**config.mk**
```make
export PLATFORM = sky130hd
export DESIGN_NAME = char_lcd_write_formatter
export DESIGN_NICKNAME = d
export VERILOG_FILES = /design/src/rtl/core/clwf_pkg.sv /design/src/rtl/core/clwf_front.sv /design/src/rtl/core/clwf_queue.sv /design/src/rtl/core/clwf_back.sv /design/src/rtl/core/char_lcd_write_formatter.sv
export SDC_FILE = /design/constraint.sdc
export NUM_CORES = 1
export LEC_CHECK = 0
export BUFFER_PORTS_ARGS = -buffer_cell sky130_fd_sc_hd__buf_2
export CORE_MARGIN = 1.5
export CORE_UTILIZATION = 62
export DETAILED_ROUTE_END_ITERATION = 16
export PLACE_DENSITY_LB_ADDON = 0.12
export SETUP_SLACK_MARGIN = 0.1
export SLEW_MARGIN = 40
export SYNTH_ARGS = -nofsm -noshare
export SYNTH_HDL_FRONTEND = slang
export SYNTH_SLANG_ARGS = --single-unit
```
**constraint.sdc**
```tcl
create_clock -name clock -period 4.9 [get_ports clock]
set_input_delay 0.49 -clock clock [delete_from_list [all_inputs] [get_ports clock]]
set_output_delay 0.49 -clock clock [all_outputs]
set_load 0.02 [all_outputs]
```
**src/rtl/core/clwf_pkg.sv**
```systemverilog
// shared types, constants and helper functions of the lcd write formatter
`timescale 1ns / 1ps
`default_nettype none

package clwf_pkg;

   localparam int unsigned NumBits    = 32;
   localparam int unsigned BcdDigits  = 10;
   localparam int unsigned BcdBits    = 4 * BcdDigits;
   localparam int unsigned QueueDepth = 4;
   localparam int unsigned QueueAw    = $clog2(QueueDepth);

   localparam logic [7:0] CharZero  = 8'h30;
   localparam logic [7:0] CharMinus = 8'h2D;
   localparam logic [7:0] GotoBase  = 8'h80;
   localparam logic [7:0] HiMask    = 8'hF0;
   localparam logic [7:0] LoMask    = 8'h0F;

   localparam logic [2:0] AddrEightBitBus = 3'd0;

   typedef enum logic [1:0] {
      ACT_COMMAND = 2'd0,
      ACT_CHAR    = 2'd1,
      ACT_NUMBER  = 2'd2,
      ACT_GOTO    = 2'd3
   } action_type;

   typedef enum logic [1:0] {
      FR_IDLE,
      FR_CONV,
      FR_SIGN,
      FR_DIGITS
   } fr_state_type;

   typedef enum logic {
      BK_BYTE,
      BK_LOW
   } bk_state_type;

   typedef struct packed {
      logic       rs;
      logic [7:0] data;
      logic       last;
   } byte_entry_type;

   typedef struct packed {
      logic full;
      logic empty;
   } queue_status_type;

   function automatic logic [7:0] row_base(input logic [1:0] row);
      logic [7:0] base;
      unique case (row)
         2'd0: base = 8'h00;
         2'd1: base = 8'h40;
         2'd2: base = 8'h14;
         2'd3: base = 8'h54;
         default: base = 8'h00;
      endcase
      return base;
   endfunction

   // add three to every bcd digit of five or more
   function automatic logic [BcdBits-1:0] dabble_fix(input logic [BcdBits-1:0] bcd);
      logic [BcdBits-1:0] fixed;
      fixed = bcd;
      for (int i = 0; i < BcdDigits; i++) begin
         if (bcd[4*i +: 4] >= 4'd5) begin
            fixed[4*i +: 4] = bcd[4*i +: 4] + 4'd3;
         end
      end
      return fixed;
   endfunction

endpackage

`default_nettype wire

```
**src/rtl/core/clwf_front.sv**
```systemverilog
// front end: accepts requests, converts numbers and queues the bytes to send
`timescale 1ns / 1ps
`default_nettype none

module clwf_front
   import clwf_pkg::*;
(
   input  wire logic                clock,
   input  wire logic                reset,
   input  wire logic                req_valid,
   output logic                     req_ready,
   input  wire logic [1:0]          req_action,
   input  wire logic [7:0]          req_byte_value,
   input  wire logic signed [31:0]  req_number_value,
   input  wire logic [1:0]          req_row_index,
   input  wire logic [5:0]          req_column_index,
   input  wire queue_status_type    q_status,
   output logic                     push,
   output byte_entry_type           push_entry
);

   fr_state_type         state_ff, state_in;
   logic [NumBits-1:0]   bin_ff, bin_in;
   logic [BcdBits-1:0]   bcd_ff, bcd_in;
   logic                 neg_ff, neg_in;
   logic [4:0]           cnt_ff, cnt_in;
   logic [3:0]           dig_ff, dig_in;
   logic                 started_ff, started_in;

   logic                 accept;
   logic [BcdBits-1:0]   bcd_fixed;
   logic [3:0]           top_digit;
   logic                 last_digit;
   logic                 emit_digit;
   logic [NumBits-1:0]   number_raw;
   logic [NumBits-1:0]   magnitude;

   assign req_ready  = (state_ff == FR_IDLE) && !q_status.full;
   assign accept     = req_valid && req_ready;
   assign bcd_fixed  = dabble_fix(bcd_ff);
   assign top_digit  = bcd_ff[BcdBits-1 -: 4];
   assign last_digit = (dig_ff == 4'd0);
   assign emit_digit = started_ff || (top_digit != 4'd0) || last_digit;
   assign number_raw = $unsigned(req_number_value);
   assign magnitude  = number_raw[NumBits-1] ? (~number_raw + NumBits'(1)) : number_raw;

   // next state
   always_comb begin
      state_in = state_ff;
      unique case (state_ff)
         FR_IDLE: begin
            if (accept && (action_type'(req_action) == ACT_NUMBER)) begin
               state_in = FR_CONV;
            end
         end
         FR_CONV: begin
            if (cnt_ff == 5'(NumBits - 1)) begin
               state_in = neg_ff ? FR_SIGN : FR_DIGITS;
            end
         end
         FR_SIGN: begin
            if (!q_status.full) begin
               state_in = FR_DIGITS;
            end
         end
         FR_DIGITS: begin
            if (last_digit && !q_status.full) begin
               state_in = FR_IDLE;
            end
         end
         default: state_in = FR_IDLE;
      endcase
   end

   // queue writes
   always_comb begin
      push       = 1'b0;
      push_entry = '0;
      unique case (state_ff)
         FR_IDLE: begin
            if (accept) begin
               unique case (action_type'(req_action))
                  ACT_COMMAND: begin
                     push       = 1'b1;
                     push_entry = '{rs: 1'b0, data: req_byte_value, last: 1'b1};
                  end
                  ACT_CHAR: begin
                     push       = 1'b1;
                     push_entry = '{rs: 1'b1, data: req_byte_value, last: 1'b1};
                  end
                  ACT_GOTO: begin
                     push       = 1'b1;
                     push_entry = '{rs: 1'b0,
                                    data: GotoBase + row_base(req_row_index)
                                          + {2'b00, req_column_index},
                                    last: 1'b1};
                  end
                  ACT_NUMBER: begin
                     push = 1'b0;
                  end
                  default: push = 1'b0;
               endcase
            end
         end
         FR_CONV: begin
            push = 1'b0;
         end
         FR_SIGN: begin
            push       = !q_status.full;
            push_entry = '{rs: 1'b1, data: CharMinus, last: 1'b0};
         end
         FR_DIGITS: begin
            push       = emit_digit && !q_status.full;
            push_entry = '{rs: 1'b1, data: CharZero + {4'h0, top_digit}, last: last_digit};
         end
         default: push = 1'b0;
      endcase
   end

   // conversion datapath
   always_comb begin
      bin_in     = bin_ff;
      bcd_in     = bcd_ff;
      neg_in     = neg_ff;
      cnt_in     = cnt_ff;
      dig_in     = dig_ff;
      started_in = started_ff;
      if (accept) begin
         bin_in     = magnitude;
         bcd_in     = '0;
         neg_in     = number_raw[NumBits-1];
         cnt_in     = 5'd0;
         dig_in     = 4'(BcdDigits - 1);
         started_in = 1'b0;
      end else if (state_ff == FR_CONV) begin
         bcd_in = {bcd_fixed[BcdBits-2:0], bin_ff[NumBits-1]};
         bin_in = {bin_ff[NumBits-2:0], 1'b0};
         cnt_in = cnt_ff + 5'd1;
      end else if ((state_ff == FR_DIGITS) && (!emit_digit || !q_status.full)) begin
         bcd_in     = {bcd_ff[BcdBits-5:0], 4'h0};
         dig_in     = dig_ff - 4'd1;
         started_in = started_ff || emit_digit;
      end
   end

   always_ff @(posedge clock) begin
      if (reset) begin
         state_ff <= FR_IDLE;
      end else begin
         state_ff <= state_in;
      end
   end

   always_ff @(posedge clock) begin
      bin_ff     <= bin_in;
      bcd_ff     <= bcd_in;
      neg_ff     <= neg_in;
      cnt_ff     <= cnt_in;
      dig_ff     <= dig_in;
      started_ff <= started_in;
   end

endmodule

`default_nettype wire

```
**src/rtl/core/clwf_queue.sv**
```systemverilog
// short byte queue between front and back end
`timescale 1ns / 1ps
`default_nettype none

module clwf_queue
   import clwf_pkg::*;
(
   input  wire logic             clock,
   input  wire logic             reset,
   input  wire logic             push,
   input  wire byte_entry_type   push_entry,
   input  wire logic             pop,
   output byte_entry_type        pop_entry,
   output queue_status_type      status
);

   byte_entry_type         mem_ff [QueueDepth];
   logic [QueueAw-1:0]     wr_ptr_ff, wr_ptr_in;
   logic [QueueAw-1:0]     rd_ptr_ff, rd_ptr_in;
   logic [QueueAw:0]       count_ff, count_in;
   logic                   do_push;
   logic                   do_pop;

   assign status.full  = (count_ff == (QueueAw + 1)'(QueueDepth));
   assign status.empty = (count_ff == '0);
   assign do_push      = push && !status.full;
   assign do_pop       = pop && !status.empty;
   assign pop_entry    = mem_ff[rd_ptr_ff];

   always_comb begin
      wr_ptr_in = do_push ? wr_ptr_ff + QueueAw'(1) : wr_ptr_ff;
      rd_ptr_in = do_pop ? rd_ptr_ff + QueueAw'(1) : rd_ptr_ff;
      count_in  = count_ff;
      if (do_push && !do_pop) begin
         count_in = count_ff + (QueueAw + 1)'(1);
      end else if (do_pop && !do_push) begin
         count_in = count_ff - (QueueAw + 1)'(1);
      end
   end

   always_ff @(posedge clock) begin
      if (reset) begin
         wr_ptr_ff <= '0;
         rd_ptr_ff <= '0;
         count_ff  <= '0;
      end else begin
         wr_ptr_ff <= wr_ptr_in;
         rd_ptr_ff <= rd_ptr_in;
         count_ff  <= count_in;
      end
   end

   always_ff @(posedge clock) begin
      if (do_push) begin
         mem_ff[wr_ptr_ff] <= push_entry;
      end
   end

endmodule

`default_nettype wire

```
**src/rtl/core/clwf_back.sv**
```systemverilog
// back end: turns queued bytes into bus writes, split into nibbles on the 4-bit bus, and holds the result register
`timescale 1ns / 1ps
`default_nettype none

module clwf_back
   import clwf_pkg::*;
(
   input  wire logic             clock,
   input  wire logic             reset,
   input  wire logic             eight_bit_bus,
   input  wire queue_status_type q_status,
   input  wire byte_entry_type   pop_entry,
   output logic                  pop,
   output logic                  rsp_valid,
   input  wire logic             rsp_ready,
   output logic                  rsp_register_select,
   output logic [7:0]            rsp_bus_value,
   output logic                  rsp_last_write
);

   bk_state_type     state_ff, state_in;
   byte_entry_type   cur_ff, cur_in;
   logic             valid_ff, valid_in;
   logic             rs_ff, rs_in;
   logic [7:0]       bus_ff, bus_in;
   logic             last_ff, last_in;
   logic             load;

   assign load = !valid_ff || rsp_ready;

   // next state
   always_comb begin
      state_in = state_ff;
      unique case (state_ff)
         BK_BYTE: begin
            if (pop && !eight_bit_bus) begin
               state_in = BK_LOW;
            end
         end
         BK_LOW: begin
            if (load) begin
               state_in = BK_BYTE;
            end
         end
         default: state_in = BK_BYTE;
      endcase
   end

   // outputs and result register
   always_comb begin
      pop      = 1'b0;
      cur_in   = cur_ff;
      valid_in = valid_ff && !rsp_ready;
      rs_in    = rs_ff;
      bus_in   = bus_ff;
      last_in  = last_ff;
      unique case (state_ff)
         BK_BYTE: begin
            pop = load && !q_status.empty;
            if (pop) begin
               cur_in   = pop_entry;
               valid_in = 1'b1;
               rs_in    = pop_entry.rs;
               if (eight_bit_bus) begin
                  bus_in  = pop_entry.data;
                  last_in = pop_entry.last;
               end else begin
                  bus_in  = (pop_entry.data & HiMask) >> 4;
                  last_in = 1'b0;
               end
            end
         end
         BK_LOW: begin
            if (load) begin
               valid_in = 1'b1;
               rs_in    = cur_ff.rs;
               bus_in   = cur_ff.data & LoMask;
               last_in  = cur_ff.last;
            end
         end
         default: pop = 1'b0;
      endcase
   end

   always_ff @(posedge clock) begin
      if (reset) begin
         state_ff <= BK_BYTE;
         valid_ff <= 1'b0;
      end else begin
         state_ff <= state_in;
         valid_ff <= valid_in;
      end
   end

   always_ff @(posedge clock) begin
      cur_ff  <= cur_in;
      rs_ff   <= rs_in;
      bus_ff  <= bus_in;
      last_ff <= last_in;
   end

   assign rsp_valid           = valid_ff;
   assign rsp_register_select = rs_ff;
   assign rsp_bus_value       = bus_ff;
   assign rsp_last_write      = last_ff;

endmodule

`default_nettype wire

```
**src/rtl/core/char_lcd_write_formatter.sv**
```systemverilog
// top level of the character lcd write formatter with its register port
// path: a command, character or goto byte is written into the queue, then loaded into the result
//   register; a number item first runs a 32-step conversion, then queues its sign and its digits
// rate: 1 bus write per cycle from the back end while the receiver is ready, two writes per
//   byte item on a 4-bit bus; a number item holds the front end until its last digit is queued
// reset: synchronous, clears the queue, the sequencers and selects the 4-bit bus
`timescale 1ns / 1ps
`default_nettype none

module char_lcd_write_formatter
   import clwf_pkg::*;
(
   input  wire logic               clock,
   input  wire logic               reset,
   input  wire logic               req_valid,
   output logic                    req_ready,
   input  wire logic [1:0]         req_action,
   input  wire logic [7:0]         req_byte_value,
   input  wire logic signed [31:0] req_number_value,
   input  wire logic [1:0]         req_row_index,
   input  wire logic [5:0]         req_column_index,
   output logic                    rsp_valid,
   input  wire logic               rsp_ready,
   output logic                    rsp_register_select,
   output logic [7:0]              rsp_bus_value,
   output logic                    rsp_last_write,
   input  wire logic               psel,
   input  wire logic               penable,
   input  wire logic               pwrite,
   input  wire logic [2:0]         paddr,
   input  wire logic [31:0]        pwdata,
   output logic [31:0]             prdata,
   output logic                    pready
);

   logic               eight_bit_ff, eight_bit_in;
   logic               csr_write;
   queue_status_type   q_status;
   logic               push;
   byte_entry_type     push_entry;
   logic               pop;
   byte_entry_type     pop_entry;

   assign pready    = 1'b1;
   assign csr_write = psel && penable && pwrite && pready;
   assign prdata    = (paddr == AddrEightBitBus) ? {31'h0, eight_bit_ff} : 32'h0;

   always_comb begin
      eight_bit_in = eight_bit_ff;
      if (csr_write && (paddr == AddrEightBitBus)) begin
         eight_bit_in = pwdata[0];
      end
   end

   always_ff @(posedge clock) begin
      if (reset) begin
         eight_bit_ff <= 1'b0;
      end else begin
         eight_bit_ff <= eight_bit_in;
      end
   end

   clwf_front u_front (
      .clock            (clock),
      .reset            (reset),
      .req_valid        (req_valid),
      .req_ready        (req_ready),
      .req_action       (req_action),
      .req_byte_value   (req_byte_value),
      .req_number_value (req_number_value),
      .req_row_index    (req_row_index),
      .req_column_index (req_column_index),
      .q_status         (q_status),
      .push             (push),
      .push_entry       (push_entry)
   );

   clwf_queue u_queue (
      .clock      (clock),
      .reset      (reset),
      .push       (push),
      .push_entry (push_entry),
      .pop        (pop),
      .pop_entry  (pop_entry),
      .status     (q_status)
   );

   clwf_back u_back (
      .clock               (clock),
      .reset               (reset),
      .eight_bit_bus       (eight_bit_ff),
      .q_status            (q_status),
      .pop_entry           (pop_entry),
      .pop                 (pop),
      .rsp_valid           (rsp_valid),
      .rsp_ready           (rsp_ready),
      .rsp_register_select (rsp_register_select),
      .rsp_bus_value       (rsp_bus_value),
      .rsp_last_write      (rsp_last_write)
   );

endmodule

`default_nettype wire

```
; Yosys cells after proc, flatten, opt, wreduce, memory -nomap -nowiden
; Memories as Yosys holds them, arrays and structs flattened. A register that Yosys moved wholly into a read port is not among the register bits.
; Index checks and enable logic that the tools add are counted.
[word_totals]
mem_bits_ro = 0
inputBits = 92
output_inout_bits = 45
reg_bits = 111
latchBits = 0
ramBits = 40
n_memories = 1
word_cells = 170
[op_classes]
n_mux = 56
shift = 0
n_reduce_logical = 44
add_sub_neg = 20
multipliers = 0
order_cmp = 10
bitwise_logic = 3
div = 0
eq_ne = 17
[memory_table]
columns = name, words, width, read_ports, rd_ports_with_merged_regs, write_ports, line
row1 = u_queue.mem_ff, 4, 10, 1, 1, 1, clwf_queue.sv:17  ; byte_entry_type mem_ff [QueueDepth];
[ops]
columns = operator, n
row1 = two-way mux 32 bit, 3
row2 = two-way mux 40 bit, 2
row3 = case mux 10 bit (3 select lines), 2
row4 = two-way mux 8 bit, 6
row5 = >= comparator 4 x 3 -> 1 bit (second input constant), 10
row6 = adder 4 x 2 -> 4 bit (second input constant), 9
row7 = two-way mux 4 bit, 9
row8 = adder 32 x 1 -> 32 bit (second input constant), 1
row9 = NOT 32 bit, 1
row10 = case mux 8 bit (4 select lines), 1
row11 = logical AND 1 bit, 16
row12 = case mux 8 bit (2 select lines), 1
row13 = two-way mux 1 bit, 15
row14 = equality test 2 bit (second input constant), 6
row15 = two-way mux 2 bit, 6
row16 = two-way mux 10 bit, 1
row17 = case mux 1 bit (2 select lines), 5
row18 = two-way mux 3 bit, 3
row19 = adder 8 x 6 -> 8 bit, 1
row20 = adder 8 bit (first input constant), 1
row21 = logical NOT 1 bit, 8
row22 = case mux 2 bit (4 select lines), 1
row23 = adder 6 x 4 -> 7 bit (first input constant), 1
row24 = equality test 2 x 1 -> 1 bit (second input constant), 3
row25 = other kinds (21), 38

; Logic depth before layout (Yosys ltp)
[logic_depth]
ltp_word = 11
mapped_depth = 11
mapped_depth_nobuf = 11

; Cells and area by module
; Synthesis repeated with hierarchy kept, for this count alone.
[unflattened]
hier_cells = 871
area_unflattened_um2 = 8643.3
[by_module_without_submodules]
columns = module, n_inst, seq_area_each_um2, area_each_um2, cells_each
row1 = clwf_front, 1, 2031.9, 5713.0, 682
row2 = clwf_queue, 1, 1381.3, 1909.3, 100
row3 = clwf_back, 1, 520.5, 706.9, 48
row4 = char_lcd_write_formatter, 1, 20.0, 314.1, 41

; Worst setup path before layout
; No wires, ideal clock.
[synth_timing]
path_type = flip-flop to flip-flop
startpoint = register u_front.dig_ff[0]
endpoint = register u_queue.count_ff[2]
synth_period_minus_slack_ns = 2.866
setup_slack_ns = 2.034
t_required_ns = 4.830
setup_ns = 0.070
n_path_buf = 0
arrival_time_ns = 2.797
stages_incl_launch_ff = 12
path_cell_list = dfxtp_1 > inv_1 > ha_1 > nor3b_1 > o21ai_0 > a31oi_1 > ha_1 > inv_1 > fa_1 > xor2_1 > or3_1 > a21oi_1
[synth_between]
elab_chain_cells = 8
elab_cells_between_ends = 10
classes_between = mux: 2 / reduce/logical: 8
[synth_lines]
columns = element, line
row1 = from (decl), clwf_front.sv:27  ; logic [3:0] dig_ff, dig_in;
row2 = from (signal assigned), clwf_front.sv:159  ; dig_ff <= dig_in;
row3 = logical NOT 4 bit *, clwf_front.sv:42  ; assign last_digit = (dig_ff == 4'd0);
row4 = logical OR 1 bit *, clwf_front.sv:43  ; assign emit_digit = started_ff || (top_digit != 4'd0) || last_digit;
row5 = logical AND 1 bit *, clwf_front.sv:113  ; push = emit_digit && !q_status.full;
row6 = case mux 1 bit (4 select lines) *, clwf_front.sv:79  ; unique case (state_ff)
row7 = logical AND 1 bit *, clwf_queue.sv:26  ; assign do_push = push && !status.full;
row8 = via u_queue.do_push, clwf_queue.sv:21  ; logic do_push;
row9 = logical NOT 1 bit, clwf_queue.sv:36  ; end else if (do_pop && !do_push) begin
row10 = logical AND 1 bit, clwf_queue.sv:36
row11 = nonzero test 2 bit (no line), --
row12 = to (signal assigned), clwf_queue.sv:49  ; count_ff <= count_in;
row13 = to (decl), clwf_queue.sv:20  ; logic [QueueAw:0] count_ff, count_in;
; Mark *: on every way through the listed nets, which the timed path passes. The rest lies on a longest branch.
; A chain may end at the register's enable or synchronous reset.

; Worst setup path after layout
; Ends and elaborated chain as after synthesis.

==> results.yml <==
status:
  status: "complete, no violations"
global_routing:
  antenna_found_initial: 0
  grt_pass1_wl_mm: 29.2
  grt-ovfl-total: 0
  grt_pass1_vias: 6153
  grt_max_degree: 56
  globalRouteTotalUtil_pct: 25.3
die:
  die-area_um2: 14500
  die_h_um: 120
  initial_core_util_pct: 63.9
  ioPinCount: 137
  design.core.area_um2: 13300
  rows: 42
  chipWidth_um: 120
logic_synthesis:
  ys_types: 62
  netlist_instances: 842
  synth-edff-count: 89
  ys_seq_elements: 153
  ys_warn_count: 0
  synth_ff_type: "edfxtp_1"
  async_flop_share_pct: 0
  syn-cell-area_um2: 8520
  ys_seq_area_share_pct: 46.4
  synth.avg_cell_area_um2: 10.1
clock_tree:
  clk_pin_slew_worst_paths_ps: 60
  cts_setup_buffers: 0
  numClockSinks: 153
  clkLatencyLatePin_ps: 430
  cts_root_buffer: "clkbuf_16"
  cts_made_buffers: 17
  cts_tree: "yes"
  ctsLongestPathBuffers: 2
  cts_max_level: 4
  postCtsHoldBufs: 0
  cts_resized: 0
worst_setup_path:
  r2r.worst_path.cells: 11
  crit_fanout: 7
  crit_arrival_ps: 3690
  cp-end-kind: "flop"
  cp.required_ps: 5260
  path_class: "reg2reg"
  cp-start-kind: "flop"
timing:
  whs_ps: 309
  setup_viol: 0
  skew_ps: 9.38
  fin_crit_ps: 3330
  fin_setup_tns_ps: 0
  grt_setup_unrepaired: "false"
  slew_headroom_pct: 49.0
  hold_violations: 0
  slew_viol_final: 0
  worstMarginPinSlew_ps: 766
  fmax_ghz: 0.300
  period_share_pct: 68.0
place:
  placed_cell_area_um2: 8850
  port_buffers: 73
  hpwlAfterDp_mm: 11.9
  finalWeightedCongestion: 0.899
layout:
  antennaDiodeCount: 0
  drive_gt1_share_pct: 15.2
  syn2layout_area_growth_pct: 10.6
  nFillCells: 987
  fin_nets: 1026
  fin_area_um2: 9430
routing:
  vias: 6439
  postRouteAntennaNets: 0
  drt-vias-per-instance: 5.94
  wire_per_inst_um: 16.5
  drt-total-wl_mm: 17.9
  first_pass_iters: 5
  first_iter_violations: 502
  post-route-drc-count: 0
hold_path:
  hp-class: "in2reg"
  whs_path_depth: 3
pwr:
  p_per_area_nw_per_um2: 566
  p_leak_nw: 3.63
  vdd_drop_max_uv: 254
run:
  drv_cap: 0
-- routing by layer --
layer / up-vias / track usage [%] / routed length (um)
met2: 201 / 45.1 / 9250
met4: 0 / 8.53 / 299
li1: 3118 / - / -
met1: 3091 / 30.6 / 7680
met5: - / 0 / 0
met3: 29 / 5.09 / 703
-- worst max-delay path, cell delays in order, from the launching register on --
cell and delay, ps:
dfxtp_1 330, inv_1 70, ha_1 160, nor3b_1 550
o21ai_0 180, a31oi_1 500, ha_1 300, inv_1 80
fa_1 430, xor2_1 170, or3_1 320, a21oi_1 160
-- worst paths after layout --
path	from	end	slack, ps
max	u_front.dig_ff[0]$_SDFFE_PN1P_	u_queue.count_ff[2]$_SDFFE_PP0P_	1570
min	pwdata[0]	eight_bit_ff$_SDFFE_PP0P_	310
max reg2reg	u_front.dig_ff[0]$_SDFFE_PN1P_	u_queue.count_ff[2]$_SDFFE_PP0P_	1570
min reg2reg	u_front.dig_ff[3]$_SDFFE_PN1P_	u_front.dig_ff[3]$_SDFFE_PN1P_	510
-- registers in the layout, summed over array words and instances, names as in the netlist, named ones only --
| name | flops |
|---|---|
| eight_bit_ff | 1 |
| u_back.cur_ff | 6 |
| u_back.rsp_bus_value | 8 |
| u_back.rsp_last_write | 1 |
| u_back.rsp_register_select | 1 |
| u_back.rsp_valid | 1 |
| u_back.state_ff | 1 |
| u_front.bcd_ff | 40 |
| u_front.bin_ff | 32 |
| u_front.cnt_ff | 5 |
| u_front.dig_ff | 4 |
| u_front.neg_ff | 1 |
| u_front.started_ff | 1 |
| u_front.state_ff | 2 |
| u_queue.count_ff | 3 |
| u_queue.mem_ff | 40 |
| u_queue.rd_ptr_ff | 2 |
| u_queue.wr_ptr_ff | 2 |
-- report_power, final --
| group | switching (W) | leakage, nW | total [W] | internal (W) |
|---|---|---|---|---|
| Combinational | 0.00113 | 1.98 | 0.00184 | 0.000706 |
| Clock | 0.000585 | 0.276 | 0.00127 | 0.000683 |
| Sequential | 0.000311 | 1.38 | 0.00223 | 0.00192 |
| Total | 0.00203 | 3.63 | 0.00533 | 0.00330 |
-- cells by family (layout without fill, tap and decap cells) --
| kind of cell | count (synthesis) | in the layout | synth area share [%] |
|---|---|---|---|
| mux | 34 | 34 | 5.47 |
| xor+xnor | 53 | 53 | 5.45 |
| other cells | 2 | 32 | 0.0881 |
| flops | 153 | 153 | 46.4 |
| simple gates | 225 | 225 | 13.4 |
| buf+inv | 117 | 153 | 6.78 |
| compound gates | 219 | 219 | 16.6 |
| fa+ha+maj | 39 | 39 | 5.81 |
-- per-stage QoR --
step,cells,util [%],setup WS (ps),total power (W)
after global placement,1052,66.3,1780,0.00393
after floorplan,872,-,2030,0.00358
final,1084,70.6,1570,0.00533
after detailed placement,1052,66.3,1670,0.00405
after CTS,1084,70.6,1580,0.00534
after global routing,1084,70.6,1340,0.00566
-- cells in the mapped netlist (9+ instances only) --
library cell / number / area [um2]
a211oi_1: 49 / 368
a21oi_1: 55 / 275
a31oi_1: 13 / 81.3
and2_1: 10 / 62.6
buf_4: 32 / 240
clkbuf_1: 33 / 124
dfxtp_1: 64 / 1280
edfxtp_1: 89 / 2670
ha_1: 38 / 475
inv_1: 39 / 146
mux2i_1: 23 / 230
mux4_2: 10 / 225
nand2_1: 66 / 248
nand2b_1: 16 / 100
nor2_1: 53 / 199
nor3_1: 14 / 70.1
nor3b_1: 15 / 113
o21ai_0: 49 / 245
o21ai_1: 9 / 45.0
o31ai_1: 12 / 90.1
xnor2_1: 20 / 175
xor2_1: 33 / 289
-- layout by cell type (no fill, tap or decap), drive strengths merged, types with 12 or more instances in the layout --
| master | count |
|---|---|
| o31ai | 12 |
| nor3b | 15 |
| a21oi | 55 |
| nand2 | 66 |
| dfxtp | 64 |
| mux2i | 23 |
| a211oi | 49 |
| xnor2 | 20 |
| buf | 80 |
| nor3 | 14 |
| a31oi | 13 |
| xor2 | 33 |
| nor2 | 54 |
| o21ai | 58 |
| clkbuf | 18 |
| nand2b | 16 |
| edfxtp | 89 |
| conb | 32 |
| inv | 47 |
| ha | 38 |
-- area by class of cell --
type                            instances  area, um2  share of cell area, %
Clock buffer                           18        439                   4.66
Clock inverter                         14        131                   1.39
Inverter                               41        155                   1.65
Multi-Input combinational cell        602       4110                   43.6
Sequential cell                       153       3950                   41.9
Tap cell                              176        220                   2.34
Timing Repair Buffer                   80        418                   4.43
No activity file was read; power rests on OpenSTA's default activity.
